--- src/hdl/lpht_pkg.sv ---
// lpht_pkg: shared types, sizes and codes of the linear probing hash table
// no dependencies; imported by every module of the block but lpht_ram
package lpht_pkg;

  // table geometry (table size must be a power of two: home slot is a mask)
  localparam int TABLE_SIZE = 16;
  localparam int SLOT_W     = $clog2(TABLE_SIZE);
  localparam int CNT_W      = $clog2(TABLE_SIZE + 1);
  localparam int KEY_W      = 31;
  localparam int VAL_W      = 32;
  localparam int STAT_W     = 3;
  localparam int WORD_W     = KEY_W + VAL_W;

  // request kinds
  localparam logic REQ_INSERT = 1'b0;
  localparam logic REQ_REMOVE = 1'b1;

  // slot state codes
  localparam logic [1:0] SS_EMPTY   = 2'd0;
  localparam logic [1:0] SS_USED    = 2'd1;
  localparam logic [1:0] SS_DELETED = 2'd2;

  // result status codes
  localparam logic [STAT_W-1:0] RES_INSERTED  = 3'd0;
  localparam logic [STAT_W-1:0] RES_UPDATED   = 3'd1;
  localparam logic [STAT_W-1:0] RES_FULL      = 3'd2;
  localparam logic [STAT_W-1:0] RES_REMOVED   = 3'd3;
  localparam logic [STAT_W-1:0] RES_NOT_FOUND = 3'd4;

  // classified request as it leaves the front queue
  typedef struct packed {
    logic                    kind;
    logic [KEY_W-1:0]        key;
    logic signed [VAL_W-1:0] value;
    logic [SLOT_W-1:0]       home;
  } req_t;

  // one result item
  typedef struct packed {
    logic [STAT_W-1:0] status;
    logic [SLOT_W-1:0] slot;
    logic [CNT_W-1:0]  count;
  } res_t;

  // probe engine states
  typedef enum logic [3:0] {
    PS_IDLE  = 4'b0001,
    PS_READ  = 4'b0010,
    PS_CHECK = 4'b0100,
    PS_DONE  = 4'b1000
  } probe_state_t;

endpackage

--- src/hdl/lpht_ram.sv ---
// lpht_ram: generic simple dual port ram, one write and one registered read port
// no dependencies
module lpht_ram #(
  parameter int WIDTH = 8,
  parameter int DEPTH = 16
) (
  input  logic                     clk,
  input  logic                     wr_en,
  input  logic [$clog2(DEPTH)-1:0] wr_addr,
  input  logic [WIDTH-1:0]         wr_data,
  input  logic                     rd_en,
  input  logic [$clog2(DEPTH)-1:0] rd_addr,
  output logic [WIDTH-1:0]         rd_data
);

  logic [WIDTH-1:0] mem_r [DEPTH];

  // write port
  always_ff @(posedge clk) begin
    if (wr_en) begin
      mem_r[wr_addr] <= wr_data;
    end
  end

  // registered read port
  always_ff @(posedge clk) begin
    if (rd_en) begin
      rd_data <= mem_r[rd_addr];
    end
  end

endmodule

--- src/hdl/lpht_front.sv ---
// lpht_front: two entry request queue that works out each key's home slot
// depends on lpht_pkg
module lpht_front (
  input  logic                          clk,
  input  logic                          rst_n,
  input  logic                          push,
  output logic                          full,
  input  logic                          in_kind,
  input  logic [lpht_pkg::KEY_W-1:0]    in_key,
  input  logic signed [lpht_pkg::VAL_W-1:0] in_value,
  output lpht_pkg::req_t                req,
  output logic                          req_valid,
  input  logic                          req_pop
);
  import lpht_pkg::*;

  req_t       ent_r [2];
  logic       wr_ptr_r, wr_ptr_nxt;
  logic       rd_ptr_r, rd_ptr_nxt;
  logic [1:0] cnt_r, cnt_nxt;
  logic       do_push, do_pop;
  req_t       cls;

  // classify: home slot is the key masked to the table size
  always_comb begin
    cls.kind  = in_kind;
    cls.key   = in_key;
    cls.value = in_value;
    cls.home  = in_key[SLOT_W-1:0];
  end

  assign full      = (cnt_r == 2'd2);
  assign req_valid = (cnt_r != 2'd0);
  assign req       = ent_r[rd_ptr_r];
  assign do_push   = push && !full;
  assign do_pop    = req_pop && req_valid;

  // pointer and fill count update
  always_comb begin
    wr_ptr_nxt = do_push ? ~wr_ptr_r : wr_ptr_r;
    rd_ptr_nxt = do_pop  ? ~rd_ptr_r : rd_ptr_r;
    cnt_nxt    = cnt_r + 2'(do_push) - 2'(do_pop);
  end

  always_ff @(posedge clk) begin
    if (!rst_n) begin
      wr_ptr_r <= 1'b0;
      rd_ptr_r <= 1'b0;
      cnt_r    <= 2'd0;
    end else begin
      wr_ptr_r <= wr_ptr_nxt;
      rd_ptr_r <= rd_ptr_nxt;
      cnt_r    <= cnt_nxt;
    end
  end

  // queue storage
  always_ff @(posedge clk) begin
    if (do_push) begin
      ent_r[wr_ptr_r] <= cls;
    end
  end

endmodule

--- src/hdl/lpht_out_q.sv ---
// lpht_out_q: two entry result queue between the probe engine and the result ports
// depends on lpht_pkg
module lpht_out_q (
  input  logic           clk,
  input  logic           rst_n,
  input  lpht_pkg::res_t res,
  input  logic           res_push,
  output logic           res_full,
  output lpht_pkg::res_t out_res,
  output logic           empty,
  input  logic           pop
);
  import lpht_pkg::*;

  res_t       ent_r [2];
  logic       wr_ptr_r, wr_ptr_nxt;
  logic       rd_ptr_r, rd_ptr_nxt;
  logic [1:0] cnt_r, cnt_nxt;
  logic       do_push, do_pop;

  assign res_full = (cnt_r == 2'd2);
  assign empty    = (cnt_r == 2'd0);
  assign out_res  = ent_r[rd_ptr_r];
  assign do_push  = res_push && !res_full;
  assign do_pop   = pop && !empty;

  // pointer and fill count update
  always_comb begin
    wr_ptr_nxt = do_push ? ~wr_ptr_r : wr_ptr_r;
    rd_ptr_nxt = do_pop  ? ~rd_ptr_r : rd_ptr_r;
    cnt_nxt    = cnt_r + 2'(do_push) - 2'(do_pop);
  end

  always_ff @(posedge clk) begin
    if (!rst_n) begin
      wr_ptr_r <= 1'b0;
      rd_ptr_r <= 1'b0;
      cnt_r    <= 2'd0;
    end else begin
      wr_ptr_r <= wr_ptr_nxt;
      rd_ptr_r <= rd_ptr_nxt;
      cnt_r    <= cnt_nxt;
    end
  end

  // queue storage
  always_ff @(posedge clk) begin
    if (do_push) begin
      ent_r[wr_ptr_r] <= res;
    end
  end

endmodule

--- src/hdl/lpht_probe.sv ---
// lpht_probe: probe engine; slot states in flops, keys and values in a ram
// depends on lpht_pkg and lpht_ram
module lpht_probe (
  input  logic           clk,
  input  logic           rst_n,
  input  lpht_pkg::req_t req,
  input  logic           req_valid,
  output logic           req_pop,
  output lpht_pkg::res_t res,
  output logic           res_push,
  input  logic           res_full
);
  import lpht_pkg::*;

  probe_state_t      state_r, state_nxt;
  req_t              req_r, req_nxt;
  logic [SLOT_W-1:0] ptr_r, ptr_nxt;
  res_t              res_r, res_nxt;
  logic [CNT_W-1:0]  count_r, count_nxt;
  logic [1:0]        slot_state_r [TABLE_SIZE];

  logic              ss_we;
  logic [1:0]        ss_val;
  logic [1:0]        cur_st;
  logic [SLOT_W-1:0] ptr_inc;
  logic              wrap;
  logic              key_hit;
  logic              ram_we, ram_re;
  logic [WORD_W-1:0] rd_word;

  // key and value store
  lpht_ram #(
    .WIDTH (WORD_W),
    .DEPTH (TABLE_SIZE)
  ) u_kv_ram (
    .clk     (clk),
    .wr_en   (ram_we),
    .wr_addr (ptr_r),
    .wr_data ({req_r.value, req_r.key}),
    .rd_en   (ram_re),
    .rd_addr (ptr_r),
    .rd_data (rd_word)
  );

  // probe step helpers
  assign cur_st  = slot_state_r[ptr_r];
  assign key_hit = (rd_word[KEY_W-1:0] == req_r.key);
  assign ptr_inc = (ptr_r == SLOT_W'(TABLE_SIZE - 1)) ? '0 : ptr_r + 1'b1;
  assign wrap    = (ptr_inc == req_r.home);
  assign res      = res_r;
  assign res_push = (state_r == PS_DONE);

  // sequencer: read key, compare, then step, write or finish
  always_comb begin
    state_nxt = state_r;
    req_nxt   = req_r;
    ptr_nxt   = ptr_r;
    res_nxt   = res_r;
    count_nxt = count_r;
    req_pop   = 1'b0;
    ram_re    = 1'b0;
    ram_we    = 1'b0;
    ss_we     = 1'b0;
    ss_val    = SS_USED;
    case (state_r)
      PS_IDLE: begin
        if (req_valid) begin
          req_pop   = 1'b1;
          req_nxt   = req;
          ptr_nxt   = req.home;
          state_nxt = PS_READ;
        end
      end
      PS_READ: begin
        ram_re    = 1'b1;
        state_nxt = PS_CHECK;
      end
      PS_CHECK: begin
        state_nxt      = PS_DONE;
        res_nxt.slot   = ptr_r;
        if (req_r.kind == REQ_INSERT) begin
          if (cur_st == SS_USED) begin
            if (key_hit) begin
              ram_we         = 1'b1;
              res_nxt.status = RES_UPDATED;
            end else if (wrap) begin
              res_nxt.status = RES_FULL;
              res_nxt.slot   = '0;
            end else begin
              ptr_nxt   = ptr_inc;
              state_nxt = PS_READ;
            end
          end else begin
            // free or deleted slot: fill it
            ram_we         = 1'b1;
            ss_we          = 1'b1;
            ss_val         = SS_USED;
            count_nxt      = count_r + 1'b1;
            res_nxt.status = RES_INSERTED;
          end
        end else begin
          if (cur_st == SS_EMPTY) begin
            res_nxt.status = RES_NOT_FOUND;
            res_nxt.slot   = '0;
          end else if (cur_st == SS_USED && key_hit) begin
            ss_we          = 1'b1;
            ss_val         = SS_DELETED;
            count_nxt      = (count_r != '0) ? count_r - 1'b1 : count_r;
            res_nxt.status = RES_REMOVED;
          end else if (wrap) begin
            res_nxt.status = RES_NOT_FOUND;
            res_nxt.slot   = '0;
          end else begin
            ptr_nxt   = ptr_inc;
            state_nxt = PS_READ;
          end
        end
        res_nxt.count = count_nxt;
      end
      PS_DONE: begin
        if (!res_full) begin
          state_nxt = PS_IDLE;
        end
      end
      default: begin
        state_nxt = PS_IDLE;
      end
    endcase
  end

  // control registers
  always_ff @(posedge clk) begin
    if (!rst_n) begin
      state_r <= PS_IDLE;
      count_r <= '0;
    end else begin
      state_r <= state_nxt;
      count_r <= count_nxt;
    end
  end

  // payload registers
  always_ff @(posedge clk) begin
    req_r <= req_nxt;
    ptr_r <= ptr_nxt;
    res_r <= res_nxt;
  end

  // slot states, cleared to never used at reset
  always_ff @(posedge clk) begin
    if (!rst_n) begin
      for (int i = 0; i < TABLE_SIZE; i++) begin
        slot_state_r[i] <= SS_EMPTY;
      end
    end else if (ss_we) begin
      slot_state_r[ptr_r] <= ss_val;
    end
  end

  // live count never goes past the table size
  a_count_range: assert property (@(posedge clk) disable iff (!rst_n)
    count_r <= CNT_W'(TABLE_SIZE))
    else $error("live count beyond table size");

  // a fresh insert leaves its slot occupied
  a_insert_used: assert property (@(posedge clk) disable iff (!rst_n)
    (state_r == PS_DONE && res_r.status == RES_INSERTED)
      |-> slot_state_r[res_r.slot] == SS_USED)
    else $error("inserted slot not marked occupied");

  // full and not found report slot zero
  a_miss_slot: assert property (@(posedge clk) disable iff (!rst_n)
    (state_r == PS_DONE &&
     (res_r.status == RES_FULL || res_r.status == RES_NOT_FOUND))
      |-> res_r.slot == '0)
    else $error("miss result with nonzero slot");

  // a result is only offered after a compare step or while it waits
  a_done_entry: assert property (@(posedge clk) disable iff (!rst_n)
    $rose(state_r == PS_DONE) |-> $past(state_r) == PS_CHECK)
    else $error("result stage entered without a compare");

endmodule

--- src/hdl/linear_probe_hash_table.sv ---
// Open addressing hash table of 16 slots with linear probing and tombstones.
// A request is an insert (update on key match, fill the first free or deleted
// slot, full after one lap) or a remove (skip tombstones, stop at a never used
// slot or after one lap). Both sides look like queues: push/full for requests
// and empty/pop for results, with two entry queues on either side. Each probe
// step is a key ram read state followed by a compare state that does any write,
// and a request also passes the idle and done states of the engine; it probes
// from 1 to 16 slots. The single read port of the key ram sets this split.
// No clearing pass is needed after reset.
// depends on lpht_pkg, lpht_front, lpht_probe, lpht_out_q, lpht_ram
module linear_probe_hash_table (
  input  logic                               clk,
  input  logic                               rst_n,
  input  logic                               push,
  output logic                               full,
  input  logic                               in_req_type,
  input  logic [lpht_pkg::KEY_W-1:0]         in_req_key,
  input  logic signed [lpht_pkg::VAL_W-1:0]  in_req_value,
  output logic                               empty,
  input  logic                               pop,
  output logic [lpht_pkg::STAT_W-1:0]        out_status,
  output logic [lpht_pkg::SLOT_W-1:0]        out_slot_index,
  output logic [lpht_pkg::CNT_W-1:0]         out_live_count
);
  import lpht_pkg::*;

  req_t req;
  logic req_valid, req_pop;
  res_t res, out_res;
  logic res_push, res_full;

  // front: request transfer and classification
  lpht_front u_front (
    .clk       (clk),
    .rst_n     (rst_n),
    .push      (push),
    .full      (full),
    .in_kind   (in_req_type),
    .in_key    (in_req_key),
    .in_value  (in_req_value),
    .req       (req),
    .req_valid (req_valid),
    .req_pop   (req_pop)
  );

  // back: probing and table update
  lpht_probe u_probe (
    .clk       (clk),
    .rst_n     (rst_n),
    .req       (req),
    .req_valid (req_valid),
    .req_pop   (req_pop),
    .res       (res),
    .res_push  (res_push),
    .res_full  (res_full)
  );

  // result queue
  lpht_out_q u_out_q (
    .clk      (clk),
    .rst_n    (rst_n),
    .res      (res),
    .res_push (res_push),
    .res_full (res_full),
    .out_res  (out_res),
    .empty    (empty),
    .pop      (pop)
  );

  assign out_status     = out_res.status;
  assign out_slot_index = out_res.slot;
  assign out_live_count = out_res.count;

endmodule

--- config.mk ---
export PLATFORM = sky130hd
export DESIGN_NAME = linear_probe_hash_table
export DESIGN_NICKNAME = d
export VERILOG_FILES = /design/src/hdl/lpht_pkg.sv /design/src/hdl/lpht_ram.sv /design/src/hdl/lpht_front.sv /design/src/hdl/lpht_out_q.sv /design/src/hdl/lpht_probe.sv /design/src/hdl/linear_probe_hash_table.sv
export SDC_FILE = /design/constraint.sdc
export NUM_CORES = 1
export LEC_CHECK = 0
export ABC_AREA = 1
export BUFFER_PORTS_ARGS = -buffer_cell sky130_fd_sc_hd__buf_2
export CORE_MARGIN = 8
export CORE_UTILIZATION = 24
export CTS_BUF_LIST = sky130_fd_sc_hd__clkbuf_4
export CTS_CLUSTER_DIAMETER = 80
export CTS_CLUSTER_SIZE = 24
export DETAILED_ROUTE_END_ITERATION = 16
export GPL_TIMING_DRIVEN = 0
export SLEW_MARGIN = 30
export SYNTH_ARGS = -nofsm -noshare
export SYNTH_HDL_FRONTEND = slang
export SYNTH_HIERARCHICAL = 1
export SYNTH_SLANG_ARGS = --single-unit
--- constraint.sdc ---
create_clock -name clk -period 5 [get_ports clk]
set_input_delay 0.25 -clock clk [delete_from_list [all_inputs] [get_ports clk]]
set_output_delay 0.25 -clock clk [all_outputs]
set_load 0.005 [all_outputs]
==> results.json <==
{
  "status": "completed",
  "die_h_um": 380.5,
  "worst_hold_path_type": "in -> reg",
  "first_iter_violations": 1749,
  "timing.critical_path.to_type": "flip-flop",
  "drtPass1Iterations": 6,
  "power.ir.vdd_worst_v": 0.0002876,
  "place.detailed.instances": 4813,
  "placement.io_buffers": 49,
  "worst_hold_path.num_cells": 2,
  "clock_latency_ns": 0.93,
  "crit_required_ns": 5.62,
  "layout_worst_path_cycle_share_pct": 81.78,
  "num_vias": 20530,
  "worst_setup_hold_path_clk_slew_ns": 0.23,
  "p_leak_uw": 0.01473,
  "worst_hold_endpoint": "u_front/ent_r[1][36]",
  "boundaryPins": 82,
  "yosys_warns": 6,
  "grt_start_max_net_pins": 26,
  "worst_endpoint_data_arrival_time_ns": 4.71,
  "hpwl_um": 53560,
  "groute.layer.met3.usage_pct": 1.571,
  "detail_route.vias_per_cell": 4.165,
  "netlist_area_um2": 31890,
  "grt_pass1_vias": 19770,
  "worst_reg2reg_path_length_in_cells": 14,
  "standard_cell_core_area_um2": 131600,
  "drc": 0,
  "unrepaired_setup_endpoints_after_global_routing": "false",
  "maximum_level_of_the_cts_h_tree": 2,
  "max_cap_violations": 0,
  "relSlewSlack_pct": 40.68,
  "post_cts_hold_buffer_count": 62,
  "antenna_violations_before_repair": 1,
  "groute.usage.overall_pct": 10.47,
  "chipWidth_um": 380.5,
  "cts.sink_count": 722,
  "die-area_um2": 144800,
  "timing.final.hold_violations": 0,
  "final_antenna_net_count": 0,
  "design_power_total_uw": 17090,
  "cts.repair.resized": 0,
  "grt_util_met2_pct": 18.37,
  "cts_tree": "done",
  "number_of_standard_cells_after_synthesis": 2980,
  "finish.net_count": 3237,
  "flow.area_growth_from_synthesis_pct": 13.58,
  "clockBufferDepth": 3,
  "start_util_pct": 24.23,
  "mapped_nets": 3058,
  "period_needed_ns": 4.089,
  "cts_setup_buffers": 0,
  "hold_path_startpoint": "in_req_key[0]",
  "avgSynthCellArea_um2": 10.70,
  "row_count": 133,
  "crit_path_launch_type": "flip-flop",
  "timing.reg2reg.setup_slack_ns": 0.91,
  "timing.critical_path.from": "u_probe/req_r[55]",
  "final_cell_count_no_fill": 4930,
  "global_route.peak_usage_layer": "met2",
  "r2r_path_start": "u_probe/req_r[55]",
  "worst_path_fanout_max": 18,
  "drv_slew": 0,
  "report.final.setup_viol": 0,
  "place_congestion": 0.8477,
  "wire_length_of_the_first_global_routing_pass_um": 118600,
  "cts.root.buffer_cell": "sky130_fd_sc_hd__clkbuf_4",
  "timing.rr.end": "u_probe/u_kv_ram/mem_r[15][19]",
  "grt-ovfl-total": 0,
  "wl_um": 78730,
  "clock.fmax_ghz": 0.2446,
  "drive_above_1_share_pct": 11.12,
  "path_class": "reg -> reg",
  "power_per_cell_area_nw_per_um2": 471.8,
  "tightest_slew_ns": 0.8865,
  "fin_setup_tns_ns": 0,
  "route.detailed.wl_per_inst_um": 15.97,
  "groute.layer.met1.usage_pct": 13.01,
  "numCtsBuffers": 37,
  "fin_worst_skew_ns": 0.08195
}
## registers in the layout, summed over array words and instances (netlist names), named ones only
register	cells
u_out_q/wr_ptr_r	1
u_front/wr_ptr_r	1
u_probe/req_r	36
u_probe/count_r	5
u_probe/res	12
u_probe/u_kv_ram/mem_r	496
u_probe/state_r	4
u_probe/u_kv_ram/rd_data	31
u_front/cnt_r	2
u_front/rd_ptr_r	1
u_front/ent_r	64
u_out_q/cnt_r	2
u_probe/ptr_r	4
u_probe/slot_state_r	32
u_out_q/ent_r	24
u_out_q/rd_ptr_r	1
## report_power, final
group / total [uW] / switching (uW) / internal (uW)
combinational: 6450 / 4330 / 2120
sequential: 8440 / 811 / 7630
clock: 2200 / 1740 / 463
total: 17100 / 6880 / 10200
## final cells by class
| class | count | area, um^2 |
|---|---|---|
| Antenna cell | 1 | 2.502 |
| Buffer | 163 | 1031 |
| Clock buffer | 48 | 360.3 |
| Clock inverter | 6 | 66.31 |
| Fill cell | 13470 | 95400 |
| Inverter | 509 | 1921 |
| Multi-Input combinational cell | 1586 | 7635 |
| Sequential cell | 722 | 21450 |
| Tap cell | 1755 | 2196 |
| Timing Repair Buffer | 140 | 1564 |
## worst max-delay path by stage
| stage | endpoint | depth (start not counted) |
|---|---|---|
| 2_1_floorplan | u_probe/u_kv_ram/mem_r[10][0] | 11 |
| 3_3_place_gp | u_probe/u_kv_ram/mem_r[13][26] | 13 |
| 3_5_place_dp | u_probe/u_kv_ram/mem_r[8][26] | 14 |
| 4_1_cts | u_probe/u_kv_ram/mem_r[8][17] | 14 |
| 5_1_grt | u_probe/u_kv_ram/mem_r[15][24] | 14 |
| 6_report | u_probe/u_kv_ram/mem_r[15][19] | 14 |
## per-stage QoR
stage,hold slack [ns],util [%],area (um^2),setup WS (ns)
floorplan,0.3435,-,31890,1.654
global placement,0.4367,26.08,34340,-0.8490
detailed placement,0.4402,26.72,35180,0.8963
CTS,0.001158,27.52,36220,0.8335
global route,0.03390,27.52,36230,0.6510
finish,0.09018,27.52,36230,0.9112
## critical path, cell delays in order (launching register included)
cell	delay, ns
sky130_fd_sc_hd__edfxtp_1	0.92
sky130_fd_sc_hd__inv_1	0.09
sky130_fd_sc_hd__nand2_1	0.08
sky130_fd_sc_hd__nand2_1	0.05
sky130_fd_sc_hd__nor2_1	0.18
sky130_fd_sc_hd__and2_1	0.15
sky130_fd_sc_hd__nand2_1	0.05
sky130_fd_sc_hd__nor2_1	0.25
sky130_fd_sc_hd__nand2_1	0.30
sky130_fd_sc_hd__nand3_1	0.15
sky130_fd_sc_hd__nand3_1	0.15
sky130_fd_sc_hd__inv_1	0.19
sky130_fd_sc_hd__nand3_1	0.34
sky130_fd_sc_hd__nor2_4	0.65
sky130_fd_sc_hd__buf_16	0.25
## layer usage
metal	up-vias	wire [um]
li1	9964	-
met1	9855	33000
met2	611	38340
met3	103	4615
met4	0	2768
met5	-	0
## cell usage in the layout, fill, tap and decap left out, types with 27 or more instances in the layout
cell type,instances
sky130_fd_sc_hd__mux2_4,38
sky130_fd_sc_hd__edfxtp_1,699
sky130_fd_sc_hd__inv_1,498
sky130_fd_sc_hd__nand2_1,877
sky130_fd_sc_hd__buf_2,125
sky130_fd_sc_hd__buf_4,27
sky130_fd_sc_hd__clkbuf_4,48
sky130_fd_sc_hd__dlygate4sd3_1,62
sky130_fd_sc_hd__nand3_1,438
sky130_fd_sc_hd__nor2_1,98
(Power assumes the default switching activity.)
